--- src/hw/rtl/ssw_pkg.sv ---
// Shared constants, tables and types of the scan search window core.
package ssw_pkg;

   // Field and register widths.
   localparam int PT_W      = 24;
   localparam int ANG_W     = 16;
   localparam int CNT_W     = 13;
   localparam int DEG_W     = 17;
   localparam int LIN_W     = 22;
   localparam int IDX_W     = 12;
   localparam int CSR_W     = 22;
   localparam int CSR_IDX_W = 3;
   localparam int REQ_W     = 2 * PT_W;
   localparam int RSP_W     = 2 * IDX_W;

   // Largest number of rays in a scan.
   localparam int RAY_MAX = 4096;

   // Angular slack conversion: |deg| * pi(Q29) / (180 * 256), rounded to Q13.
   // The divisor 180 * 256 * 2^16 is 45 * 2^26.
   localparam logic [30:0] PI_Q29      = 31'd1686629713;
   localparam logic [30:0] ANG_ROUND   = 31'd1509949440;
   localparam int          ANG_SHIFT   = 26;
   localparam logic [5:0]  DEG_ODD_DIV = 6'd45;
   localparam logic [26:0] RECIP_45    = 27'd95443717;

   localparam logic signed [16:0] HALF_PI_Q13 = 17'sd12868;
   localparam logic signed [19:0] HALF_PI_Q16 = 20'sd102944;

   // Vectoring CORDIC: arctangent table in units of 2^-16 rad.
   localparam int CORDIC_STEPS = 17;
   localparam int CORDIC_LAT   = CORDIC_STEPS + 2;
   localparam int ATAN_TAB [CORDIC_STEPS] = '{
      51472, 30385, 16055, 8150, 4091, 2047, 1024, 512, 256,
      128, 64, 32, 16, 8, 4, 2, 1
   };

   // Square root of the squared radius, one result bit per stage.
   localparam int SQ_IN_W  = 2 * PT_W;
   localparam int SQRT_LAT = SQ_IN_W / 2;

   // Restoring divider, one quotient bit per stage.
   localparam int DIV_W   = 29;
   localparam int DIV_LAT = DIV_W;

   // Configuration register indices.
   typedef enum logic [CSR_IDX_W-1:0] {
      CSR_MIN_ANGLE = 3'd0,
      CSR_MAX_ANGLE = 3'd1,
      CSR_RAY_COUNT = 3'd2,
      CSR_ANG_SLACK = 3'd3,
      CSR_LIN_SLACK = 3'd4
   } csr_index_type;

endpackage

--- src/hw/rtl/ssw_isqrt.sv ---
// Pipelined integer square root, one root bit resolved per stage.
module ssw_isqrt (
   input  logic                          clock,
   input  logic                          en,
   input  logic [ssw_pkg::SQ_IN_W-1:0]   rad,
   output logic [ssw_pkg::SQRT_LAT-1:0]  root
);
   import ssw_pkg::*;

   localparam int RT_W  = SQRT_LAT;
   localparam int REM_W = RT_W + 1;

   logic [SQ_IN_W-1:0] src_s  [SQRT_LAT];
   logic [REM_W-1:0]   rem_s  [SQRT_LAT];
   logic [RT_W-1:0]    root_s [SQRT_LAT];

   logic [SQ_IN_W-1:0] src_ff  [SQRT_LAT-1];
   logic [REM_W-1:0]   rem_ff  [SQRT_LAT-1];
   logic [RT_W-1:0]    root_ff [SQRT_LAT];

   genvar k;
   generate
      for (k = 0; k < SQRT_LAT; k++) begin : g_stage
         logic [REM_W+1:0] shifted;
         logic [REM_W+1:0] trial;
         logic             fits;

         // The first stage starts from the radicand with an empty root.
         if (k == 0) begin : g_first
            assign src_s[k]  = rad;
            assign rem_s[k]  = '0;
            assign root_s[k] = '0;
         end else begin : g_next
            assign src_s[k]  = src_ff[k-1];
            assign rem_s[k]  = rem_ff[k-1];
            assign root_s[k] = root_ff[k-1];
         end

         // Bring down two bits and try the next root bit.
         assign shifted = {rem_s[k], src_s[k][SQ_IN_W-1 -: 2]};
         assign trial   = {1'b0, root_s[k], 2'b01};
         assign fits    = (shifted >= trial);

         always_ff @(posedge clock) begin
            if (en) begin
               root_ff[k] <= {root_s[k][RT_W-2:0], fits};
            end
         end

         if (k < SQRT_LAT - 1) begin : g_carry
            always_ff @(posedge clock) begin
               if (en) begin
                  src_ff[k] <= src_s[k] << 2;
                  if (fits) begin
                     rem_ff[k] <= REM_W'(shifted - trial);
                  end else begin
                     rem_ff[k] <= REM_W'(shifted);
                  end
               end
            end
         end
      end
   endgenerate

   assign root = root_ff[SQRT_LAT-1];

endmodule

--- config.mk ---
export PLATFORM = sky130hd
export DESIGN_NAME = ssw_isqrt
export DESIGN_NICKNAME = d
export VERILOG_FILES = /design/src/hw/rtl/ssw_pkg.sv /design/src/hw/rtl/ssw_isqrt.sv
export SDC_FILE = /design/constraint.sdc
export NUM_CORES = 2
export LEC_CHECK = 0
export ABC_AREA = 1
export BUFFER_PORTS_ARGS = -buffer_cell sky130_fd_sc_hd__buf_2
export CORE_ASPECT_RATIO = 1.5
export CORE_UTILIZATION = 51
export CTS_CLUSTER_SIZE = 20
export DETAILED_ROUTE_END_ITERATION = 6
export GPL_TIMING_DRIVEN = 1
export MAX_ROUTING_LAYER = met4
export PLACE_DENSITY = 0.7
export REMOVE_ABC_BUFFERS = 1
export SYNTH_ARGS = -nofsm -noshare
export SYNTH_HDL_FRONTEND = slang
export SYNTH_SLANG_ARGS = --single-unit
--- constraint.sdc ---
create_clock -name clock -period 5.32 [get_ports clock]
set_input_delay 0.532 -clock clock [delete_from_list [all_inputs] [get_ports clock]]
set_output_delay 0.532 -clock clock [all_outputs]
set_load 0.1 [all_outputs]
Yosys cells after proc, flatten, opt, wreduce, memory -nomap -nowiden
Memory sizes are Yosys's and may differ from the RTL's. Index checks and enable logic that the tools add are counted.

Memories: 3. Output and inout port bits: 24. Register bits after elaboration: 0. Word-level logic and storage cells: 236. Input bits: 50. Memory bits (writable): 2209.

Add/subtract/negate cells: 23. Order comparisons: 24. Muxes and demuxes: 163. Bitwise logic cells: 23.

Memories: src_ff (depth 23, width 46, rd ports 23, clocked after Yosys merged registers in 0, wr ports 23, RTL line ssw_isqrt.sv:17) `logic [SQ_IN_W-1:0] src_ff [SQRT_LAT-1];`; root_ff (depth 24, width 24, rd ports 24, clocked after Yosys merged registers in 0, wr ports 24, RTL line ssw_isqrt.sv:19) `logic [RT_W-1:0] root_ff [SQRT_LAT];`; rem_ff (depth 23, width 25, rd ports 23, clocked after Yosys merged registers in 0, wr ports 23, RTL line ssw_isqrt.sv:18) `logic [REM_W-1:0] rem_ff [SQRT_LAT-1];`.

Operators with widths (number): greater-or-equal comparator 27 x 26 -> 1 bit (23); two-way mux 25 bit (23); subtractor 25 bit (22); two-way mux 1 bit (140); bitwise OR 1 bit (23); subtractor 2 x 1 -> 3 bit (second input constant) (1); greater-or-equal comparator 2 x 1 -> 1 bit (second input constant) (1).

Logic depth before layout (Yosys ltp)
An unclocked memory read counts as a cell.

Word-level depth: 6. Depth in mapped cells: 15. Mapped depth without buffers: 15.

Least setup slack after synthesis
No wires, ideal clock.

Kind: flip-flop to flip-flop. Start: memory rem_ff[0][52] (netlist name). End: memory rem_ff[0][79] (netlist name) (data pin). Clock period less this slack: 2.126 ns. Arrival time: 1.872 ns. Cell stages (with the launch flop): 11. Path buffers: 1. Data required time: 5.066 ns. Setup time: 0.254 ns. Slack: 3.194 ns. Path through: edfxtp_1 -> ha_1 -> a21oi_2 -> nand2_1 -> a21oi_4 -> nand3b_4 -> nor2_8 -> nand3_2 -> buf_6 -> nand2_1 -> nand2_1.

RTL lines (RTL line): start: declaration (ssw_isqrt.sv:18).

==> results_dict.tcl <==
set metrics [dict create \
    final_common_cell "nand2_1" \
    max_freq_mhz 298 \
    dr.pass1.iters 7 \
    async_reset_ff_frac 0 \
    failed_checks "design-rule violations" \
    r2r_cells 11 \
    hold_viol 0 \
    cp-start-kind "flop" \
    finalSetupViolCount 0 \
    slew_viol_final 0 \
    combinationalPowerShare 0.215 \
    synth_edf_count 1395 \
    worst_slew_pin_slew_ns 1.11 \
    synth_xor_area_frac 0.0291 \
    synth_flop_cell "edfxtp_1" \
    cp_max_fo 24 \
    fin_util 0.565 \
    startpoint "rem_ff[0][125]$_DFFE_PP_" \
    die-area_sq_mm 0.151 \
    rsz0062_at_grt "false" \
    synthMuxAreaShare 0 \
    synth_area_sq_mm 0.0760 \
    drv_cap 0 \
    cp.arrival_ns 3.89 \
    max-vdd-ir-drop_uv 321 \
    r2r_setup_slack_ns 1.96 \
    seqPwrFrac 0.460 \
    synth_area_leaders "edfxtp_1 (55%), nand2_1 (13%), inv_1 (7.3%)" \
    multi_input_area_sq_mm 0.0278 \
    max_stage_delay_ns 0.71 \
    routedWlPerCell_um 18.7 \
    die_h_um 475 \
    gp_congestion 0.979 \
    viasPerCell 5.26 \
    status "finished, violations left" \
    path_class "reg2reg" \
    grt_pass1_wl_um 310000 \
    yosys.area.top_type_share 0.551 \
    internal_power_mw 21.4 \
    cp.required_ns 5.85 \
    setup_tns_ns 0 \
    cts_tree "built" \
    power_density_mw_per_mm2 375 \
    timing.hold.ws_ns 0.0720 \
    postSynthAreaPerCell_sq_um 8.88 \
    n_fill_cell 13288 \
    yosysSeqAreaShare 0.551 \
    synth_top_family_by_area "simple AND/OR/NAND/NOR gates" \
    finalClockSkew_ns 0.0488 \
    clk_pin_slew_ns 0.07 \
    final_layout_size_suffix_gt1_frac 0.0444 \
    grt_max_degree 142 \
    sw_frac_of_total 0.317 \
    io_pins 74 \
    p_switching_mw 9.94 \
    antenna_left 0 \
    fin_nets 9094 \
    synthCells 8565 \
    grt_usage 0.277 \
    cts-root-buf "clkbuf_16" \
    die_width_um 317 \
    cp-end-kind "flop" \
    post-route-period-util 0.631 \
    yosysTopAreaCell "edfxtp_1" \
    dp_slack_ns 1.98 \
    clock_latency_ns 0.81 \
    r2r_start "rem_ff[0][125]$_DFFE_PP_" \
    port-buffer-count 73 \
    htreeDepth 4 \
    grt.overflow.total 0 \
    ctsLongestPathBuffers 3 \
    cts.sinks 1395 \
    area_growth_pct 9.98 \
    yosys_register_bits 1395 \
    layout_common_cells "nand2_1 (2733), inv_1 (1487), edfxtp_1 (1395), nor2_1 (649), nand3_1 (627)" \
    drt-initial-drc-count 3859 \
    grt_pass1_vias 56288 \
    antenna_found_initial 1 \
    final_cells 10756 \
    total_leakage_power_nw 38.9 \
    dr_total_vias 56617 \
    synthSimpleGateAreaFrac 0.248 \
    cts_made_buffers 137 \
    power_frac_clock 0.324 \
    rows 173 \
    seqCellArea_sq_mm 0.0419 \
    synthAdderAreaFrac 0.0536 \
    slew_headroom 0.259 \
    final_cell_area_sq_mm 0.0836 \
    min_path_type "in2reg" \
    worstPathCellList "ha_1 -> inv_1 -> nor2_1 -> nor2_1 -> inv_1 -> nand3b_1 -> nand2_1 -> nor2_1 -> nand2_2 -> o21ai_0 -> inv_1" \
    synth_cell_types 55 \
    setup.worst_path.end "rem_ff[0][166]$_DFFE_PP_" \
    crit_slowest_cell "nor2_1" \
    fin_crit_ns 3.36 \
    start_util 0.514 \
    r2r_end "rem_ff[0][166]$_DFFE_PP_" \
    dp_hpwl_um 155000 \
    core_area_sq_mm 0.148 \
    remaining_drc_errors 5 \
    routed_wirelength_um 201000 \
    placed_cell_area_sq_mm 0.0784 \
    synth_warnings 0 \
    dp_cells 10458 \
    setup_slack_ns 1.96 \
    synth-compound-area-share 0.0350 \
    total_power_mw 31.3 \
]
[cell usage after synthesis, drive strengths merged, types with 34 or more instances]
cell,number
o21bai,41
nor2,672
clkbuf,44
inv,1494
nand2,2746
nor3,109
xnor2,55
edfxtp,1395
a21oi,256
nand3b,34
nand4,240
xor2,198
o21ai,164
nand3,636
buf,90
ha,326
[registers in the layout (all words and copies together) (netlist names)]
| signal | count |
|---|---|
| rem_ff | 543 |
| root_ff | 300 |
| src_ff | 552 |
[power by group through the flow]
stage          combinational [mW]  sequential [mW]  clock [mW]
2_1_floorplan                4.63             14.2           0
3_3_place_gp                 6.65             14.6           0
3_5_place_dp                 6.69             14.6           0
4_1_cts                      6.75             14.4        10.4
5_1_grt                      7.65             14.5        10.8
6_report                     6.75             14.4        10.2
[how the worst min path moves through the flow]
stage	startpoint	to	slack, ns	depth (start not counted)
global placement	src_ff[0][193]$_DFFE_PP_	src_ff[0][241]$_DFFE_PP_	0.40	0
floorplan	src_ff[0][52]$_DFFE_PP_	src_ff[0][100]$_DFFE_PP_	0.40	0
global route	rad[46]	rem_ff[0][0]$_DFFE_PP_	0.04	2
finish	rad[46]	rem_ff[0][0]$_DFFE_PP_	0.07	2
detailed placement	src_ff[0][71]$_DFFE_PP_	src_ff[0][119]$_DFFE_PP_	0.40	0
CTS	rad[46]	rem_ff[0][0]$_DFFE_PP_	0.003	2
[layout make-up]
cell class,count,area share
Antenna cell,1,0.0000299
Clock inverter,96,0.0151
Clock buffer,155,0.0418
Tap cell,1925,0.0288
Inverter,1495,0.0671
Multi-Input combinational cell,5541,0.332
Sequential cell,1395,0.501
Timing Repair Buffer,148,0.0139
[logic make-up after synthesis]
group                      Yosys count
and+or+nand+nor                   4472
buffers and inverters             1629
adders and majority gates          326
DFF                               1395
xor gates and xnor gates           253
AOI/OAI and AO/OA                  490
[per-layer routing]
layer	track usage	share of wire
met1	0.283	0.37
met2	0.498	0.53
met3	0.0294	0.033
met4	0.179	0.073
met5	-	0
[critical path: cells and delay by family (launching register included)]
kind	cells	cell delay [ns]
and+or+nand+nor	6	1.80
DFF	1	0.40
adders and majority gates	1	0.38
AOI/OAI and AO/OA	1	0.25
buffers and inverters	3	0.24
[what timing repair did]
| action | 4_1_cts | 5_1_grt |
|---|---|---|
| resized for setup | 0 | 0 |
| hold endpoints to repair | 46 | 0 |
| hold buffers | 46 | 0 |
| setup buffers | 0 | 0 |
| setup endpoints to repair | 0 | 0 |
(Power assumes the default switching activity.)
