File: src/hw/rtl/ssw_pkg.sv
// Shared constants, tables and types of the scan search window core.
package ssw_pkg;

   // Field and register widths.
   localparam int PT_W      = 24;
   localparam int ANG_W     = 16;
   localparam int CNT_W     = 13;
   localparam int DEG_W     = 17;
   localparam int LIN_W     = 22;
   localparam int IDX_W     = 12;
   localparam int CSR_W     = 22;
   localparam int CSR_IDX_W = 3;
   localparam int REQ_W     = 2 * PT_W;
   localparam int RSP_W     = 2 * IDX_W;

   // Largest number of rays in a scan.
   localparam int RAY_MAX = 4096;

   // Angular slack conversion: |deg| * pi(Q29) / (180 * 256), rounded to Q13.
   // The divisor 180 * 256 * 2^16 is 45 * 2^26.
   localparam logic [30:0] PI_Q29      = 31'd1686629713;
   localparam logic [30:0] ANG_ROUND   = 31'd1509949440;
   localparam int          ANG_SHIFT   = 26;
   localparam logic [5:0]  DEG_ODD_DIV = 6'd45;
   localparam logic [26:0] RECIP_45    = 27'd95443717;

   localparam logic signed [16:0] HALF_PI_Q13 = 17'sd12868;
   localparam logic signed [19:0] HALF_PI_Q16 = 20'sd102944;

   // Vectoring CORDIC: arctangent table in units of 2^-16 rad.
   localparam int CORDIC_STEPS = 17;
   localparam int CORDIC_LAT   = CORDIC_STEPS + 2;
   localparam int ATAN_TAB [CORDIC_STEPS] = '{
      51472, 30385, 16055, 8150, 4091, 2047, 1024, 512, 256,
      128, 64, 32, 16, 8, 4, 2, 1
   };

   // Square root of the squared radius, one result bit per stage.
   localparam int SQ_IN_W  = 2 * PT_W;
   localparam int SQRT_LAT = SQ_IN_W / 2;

   // Restoring divider, one quotient bit per stage.
   localparam int DIV_W   = 29;
   localparam int DIV_LAT = DIV_W;

   // Configuration register indices.
   typedef enum logic [CSR_IDX_W-1:0] {
      CSR_MIN_ANGLE = 3'd0,
      CSR_MAX_ANGLE = 3'd1,
      CSR_RAY_COUNT = 3'd2,
      CSR_ANG_SLACK = 3'd3,
      CSR_LIN_SLACK = 3'd4
   } csr_index_type;

endpackage

File: src/hw/rtl/ssw_divide.sv
// Pipelined restoring divider, one quotient bit per stage.
module ssw_divide (
   input  logic                       clock,
   input  logic                       en,
   input  logic [ssw_pkg::DIV_W-1:0]  num,
   input  logic [15:0]                den,
   output logic [ssw_pkg::DIV_W-1:0]  quo
);
   import ssw_pkg::*;

   logic [DIV_W-1:0] num_s [DIV_LAT];
   logic [15:0]      rem_s [DIV_LAT];
   logic [DIV_W-1:0] quo_s [DIV_LAT];

   logic [DIV_W-1:0] num_ff [DIV_LAT-1];
   logic [15:0]      rem_ff [DIV_LAT-1];
   logic [DIV_W-1:0] quo_ff [DIV_LAT];

   genvar k;
   generate
      for (k = 0; k < DIV_LAT; k++) begin : g_stage
         logic [16:0] shifted;
         logic        fits;

         if (k == 0) begin : g_first
            assign num_s[k] = num;
            assign rem_s[k] = '0;
            assign quo_s[k] = '0;
         end else begin : g_next
            assign num_s[k] = num_ff[k-1];
            assign rem_s[k] = rem_ff[k-1];
            assign quo_s[k] = quo_ff[k-1];
         end

         // Bring down the next dividend bit and compare with the divisor.
         assign shifted = {rem_s[k], num_s[k][DIV_W-1]};
         assign fits    = (shifted >= {1'b0, den});

         always_ff @(posedge clock) begin
            if (en) begin
               quo_ff[k] <= {quo_s[k][DIV_W-2:0], fits};
            end
         end

         if (k < DIV_LAT - 1) begin : g_carry
            always_ff @(posedge clock) begin
               if (en) begin
                  num_ff[k] <= num_s[k] << 1;
                  if (fits) begin
                     rem_ff[k] <= 16'(shifted - {1'b0, den});
                  end else begin
                     rem_ff[k] <= shifted[15:0];
                  end
               end
            end
         end
      end
   endgenerate

   assign quo = quo_ff[DIV_LAT-1];

endmodule
File: config.mk
export PLATFORM = sky130hd
export DESIGN_NAME = ssw_divide
export DESIGN_NICKNAME = d
export VERILOG_FILES = /design/src/hw/rtl/ssw_pkg.sv /design/src/hw/rtl/ssw_divide.sv
export SDC_FILE = /design/constraint.sdc
export NUM_CORES = 2
export LEC_CHECK = 0
export ABC_AREA = 1
export BUFFER_PORTS_ARGS = -buffer_cell sky130_fd_sc_hd__buf_2
export CORE_ASPECT_RATIO = 0.75
export CORE_MARGIN = 4
export CORE_UTILIZATION = 50
export DETAILED_ROUTE_END_ITERATION = 16
export GPL_TIMING_DRIVEN = 0
export PLACE_DENSITY_LB_ADDON = 0.2
export SLEW_MARGIN = 5
export SYNTH_ARGS = -nofsm -noshare
export SYNTH_HDL_FRONTEND = slang
export SYNTH_SLANG_ARGS = --single-unit
export TNS_END_PERCENT = 1
File: constraint.sdc
create_clock -name clock -period 3.95 [get_ports clock]
set_clock_uncertainty 0.1 [all_clocks]
set_input_delay 0.395 -clock clock [delete_from_list [all_inputs] [get_ports clock]]
set_output_delay 0.395 -clock clock [all_outputs]
set_load 0.05 [all_outputs]
After elaboration in Yosys (flattened, before gate mapping)
Memory sizes are Yosys's and may differ from the RTL's.
Cells that the tools add are included.
{"block": "word_totals", "in_bits": 47, "output_inout_bits": 29, "ramBits": 2073, "reg_bits": 0, "memories": 3}
{"block": "op_classes", "order_cmp": 29, "mux": 198, "bitwise_logic": 28, "n_addsub": 28}
{"memory": "quo_ff", "depth": 29, "width": 29, "read_ports": 29, "rd_ports_with_merged_regs": 0, "write_ports": 29, "line": "ssw_divide.sv:17", "rtl": "logic [DIV_W-1:0] quo_ff [DIV_LAT];"}
{"memory": "num_ff", "depth": 28, "width": 28, "read_ports": 28, "rd_ports_with_merged_regs": 0, "write_ports": 28, "line": "ssw_divide.sv:15", "rtl": "logic [DIV_W-1:0] num_ff [DIV_LAT-1];"}
{"memory": "rem_ff", "depth": 28, "width": 16, "read_ports": 28, "rd_ports_with_merged_regs": 0, "write_ports": 28, "line": "ssw_divide.sv:16", "rtl": "logic [15:0] rem_ff [DIV_LAT-1];"}
{"operator": "17-bit by 16-bit greater-or-equal comparator with 1-bit output", "n": 28}
{"operator": "16-bit two-way mux", "n": 28}
{"operator": "16-bit subtractor", "n": 27}
{"operator": "1-bit two-way mux", "n": 170}
{"operator": "1-bit bitwise OR", "n": 28}
{"operator": "1-bit by 16-bit greater-or-equal comparator with 1-bit output", "n": 1}
{"operator": "1-bit by 16-bit subtractor with 16-bit output", "n": 1}

Logic depth before layout (Yosys ltp)
An unclocked memory read counts as a cell.
{"block": "depth", "word_depth": 6, "depth_mapped": 15, "depth_no_buf": 14}

Least setup slack after synthesis
OpenSTA, ideal clock, no wires.
{"block": "synth_timing", "kind": "input -> register", "start": "in den[1]", "end": "mem rem_ff[4][5] (netlist: rem_ff[0][69]) (data pin)", "path_slack_ns": 0.259, "setup_time_ns": 0.253, "path_stages": 13, "arrival_ns": 3.338, "path_buffers": 1, "cell_sequence": "inv_1 > ha_1 > nand2_1 > nor2_2 > nand3_1 > nand3_2 > nand2_2 > nand2_2 > nand2_4 > nand2_8 > buf_12 > nand2_2 > nand2_1"}
{"element": "start: declaration", "line": "ssw_divide.sv:6", "rtl": "input logic [15:0] den,"}
{"element": "end: declaration", "line": "ssw_divide.sv:16"}

==> flow_summary.yaml <==
clock_tree:
  post_cts.repair.setup_buffers: 0
  clk_pin_slew_ns: 0.06
  clockRootBuffer: "clkbuf_16"
  h-tree-depth: 4
  clock_path_buffers: 3
  clock-sinks: 1289
  clock_latency_ns: 0.79
  cts_tree: "yes"
  numCtsBuffers: 134
cells_and_area:
  fin_util_pct: 56.1
  nets: 8498
  drive_gt1_share_pct: 8.22
  syn_to_final_growth_pct: 11.3
  stdcell_count: 9975
  n_fill_cell: 12600
synthesis:
  syn_avg_cell_area_um2: 9.36
  postSynthCellCount: 7699
  syn-num-nets: 8223
  mappedNetlistArea_mm2: 0.0720
  yosysTopAreaCell: "edfxtp_1"
  synthTopCellsByArea: "edfxtp_1 (54%), nand2_1 (14%), ha_1 (7.8%), inv_1 (3.8%), nand3_1 (3.6%)"
  yosysWarnings: 0
  synth-seq-area-share_pct: 53.7
  synth_cell_types: 43
  synth_top_area_share_pct: 53.7
  ys_ff_latch: 1289
run_status:
  status: "finished clean"
critical_path:
  r2r_cells: 14
  crit_type: "in2reg"
  critPathSlowestCell: "clkbuf_1"
  cp.arrival_ns: 4.23
  rr_startpoint: "num_ff[0][55]$_DFFE_PP_"
  reg2reg_to: "rem_ff[0][46]$_DFFE_PP_"
  cp-end-kind: "flip-flop"
  path_common_cell: "buf_16"
  cp_cell_sequence: "buf_8, buf_16, buf_16, buf_16, buf_2, buf_4, buf_2, clkbuf_1, nand3_1, nand2_1"
  r2r_setup_slack_ns: 1.25
  critPathBufInv: 8
  crit_end: "rem_ff[1][128]$_DFFE_PP_"
  cp_top_family: "buffers and inverters"
  crit_path_start_kind: "input pin"
  cp.required_ns: 4.49
  cp.depth: 10
  crit_fanout: 118
  critPathMaxStageDelay_ns: 0.58
  crit_start: "en"
timing:
  rsz0062_at_grt: "false"
  tightest_slew_ns: 1.38
  setup_ws_ns: 0.262
  whs_ns: 0.0852
  finalCriticalPeriod_ns: 3.69
  setup_violations: 0
  slew_headroom_pct: 8.21
  fin_setup_tns_ns: 0
  slew_violations: 0
  fmax_ghz: 0.271
  hold_viol: 0
  finalCritPeriodShare_pct: 93.4
drt:
  avgRoutedWirePerCell_um: 17.9
  route.vias.total: 53100
  drt_iter0_drc: 4743
  drtAntennaViolNets: 0
  vias_per_cell: 5.32
  drc: 0
  first_pass_iters: 7
  drt-total-wl_um: 178000
floorplan:
  fp.coreArea_mm2: 0.143
  die_h_um: 337
  placement_rows: 120
  die_x_um: 446
  dieArea_mm2: 0.150
  pin_count: 76
  start_util_pct: 50.4
global_routing:
  grt_pass1_wl_um: 277000
  grt-ovfl-total: 0
  antenna_found_initial: 5
  grt_max_degree: 125
  grt_pass1_vias: 49200
  grt_usage_pct: 23.7
place:
  dp_cells: 9686
  dp_slack_ns: -1.57
  hpwlAfterDp_um: 131000
  gp_congestion: 0.921
  port-buffer-count: 75
job:
  drv_cap: 0
power:
  power_density_mw_per_mm2: 750
  p_leak_uw: 0.0354
  vdd_drop_max_v: 0.000421
worst_hold_path:
  hold_class: "in2reg"
-- repair_timing --
action / CTS / global route
endpoints found under the setup margin: 320 / 0
hold buffers: 42 / 0
resized for setup: 3 / 0
hold endpoints to repair: 96 / 0
-- state kept, by name (all words and copies together), names as in the netlist --
| name | cells |
|---|---|
| quo_ff | 435 |
| num_ff | 406 |
| rem_ff | 448 |
-- where the power goes --
part	internal [uW]	switching [uW]	leakage (uW)
Clock	7100	5480	0.00209
Sequential	19400	1890	0.0126
Combinational	9210	17100	0.0207
Total	35700	24400	0.0354
-- logic make-up after synthesis --
logic type                 share of synthesized area [%]
and+or+nand+nor                                     23.8
DFF                                                 53.7
buffers and inverters                               5.41
xor gates and xnor gates                            2.88
AOI/OAI and AO/OA                                   5.59
adders and majority gates                           8.57
-- per-layer routing --
metal / vias to the layer above / GRT usage, % / routed length [um]
met3: 263 / 5.10 / 14800
met5: - / 0 / 0
li1: 26400 / - / -
met2: 1723 / 32.5 / 69900
met1: 24700 / 37.4 / 89300
met4: 0 / 6.60 / 4440
-- cells in the mapped netlist (all sizes together) --
cell,n
o21a,24
nor4,3
inv,742
and2,25
buf,99
o21bai,46
nand2,2791
or2,30
ha,450
o211ai,1
nor3,30
o21ai,325
xnor2,45
nand3,533
xor2,192
a21o,10
clkinv,1
fa,27
clkbuf,67
a21oi,330
nor2,565
edfxtp,1289
nand4,72
nand3b,2
-- area by class of cell --
class / count / area, um2 / share of cell area, %
Sequential cell: 1289 / 38700 / 48.3
Multi-Input combinational cell: 5501 / 29400 / 36.7
Clock buffer: 158 / 3460 / 4.32
Inverter: 743 / 2810 / 3.51
Tap cell: 1891 / 2370 / 2.95
Timing Repair Buffer: 139 / 1380 / 1.72
Buffer: 166 / 1110 / 1.39
Clock inverter: 86 / 887 / 1.11
Antenna cell: 2 / 5.00 / 0.00624
-- worst reg2reg max path: stages (launching register included) --
cell and delay [ns]:
edfxtp_1 0.47, inv_1 0.09, ha_1 0.13, inv_1 0.10, fa_1 0.41, inv_1 0.07, nor2_1 0.04, nor2_1 0.26
o21ai_0 0.30, nand2_1 0.17, nand2_1 0.06, nand2_1 0.06, nand2_1 0.04, o21ai_0 0.06, nand2_1 0.09
-- stage by stage --
step | total power [uW] | area [um2]
finish | 60200 | 80200
global route | 64900 | 80200
CTS | 60100 | 80200
detailed placement | 47200 | 75300
global placement | 47000 | 74800
floorplan | 40300 | 72000
-- how the worst min path moves through the flow --
stage	slack (ns)	startpoint	end	cells past startpoint
final	0.09	den[4]	rem_ff[0][5]$_SDFFCE_PP0P_	5
after global routing	0.06	den[4]	rem_ff[0][5]$_SDFFCE_PP0P_	5
after CTS	0.0001	den[4]	rem_ff[0][5]$_SDFFCE_PP0P_	5
after detailed placement	0.30	num_ff[0][73]$_DFFE_PP_	num_ff[0][102]$_DFFE_PP_	0
after global placement	0.30	num_ff[0][62]$_DFFE_PP_	num_ff[0][91]$_DFFE_PP_	0
after floorplan	0.30	num_ff[0][71]$_DFFE_PP_	num_ff[0][100]$_DFFE_PP_	0
-- cell usage in the layout (no fill, tap or decap), drive strengths merged, types with 3 or more instances in the layout --
cell type / instances
clkbuf: 225
bufinv: 11
nor4: 3
o21ai: 325
o21bai: 46
nand3: 533
fa: 27
nand4: 72
and2: 25
or2: 30
nand2: 2791
buf: 196
nor3: 30
nor2: 565
xor2: 192
o21a: 24
edfxtp: 1289
ha: 450
a21o: 10
dlygate4sd3: 41
clkinvlp: 13
xnor2: 45
inv: 755
clkinv: 50
a21oi: 330
(Power assumes the default switching activity.)
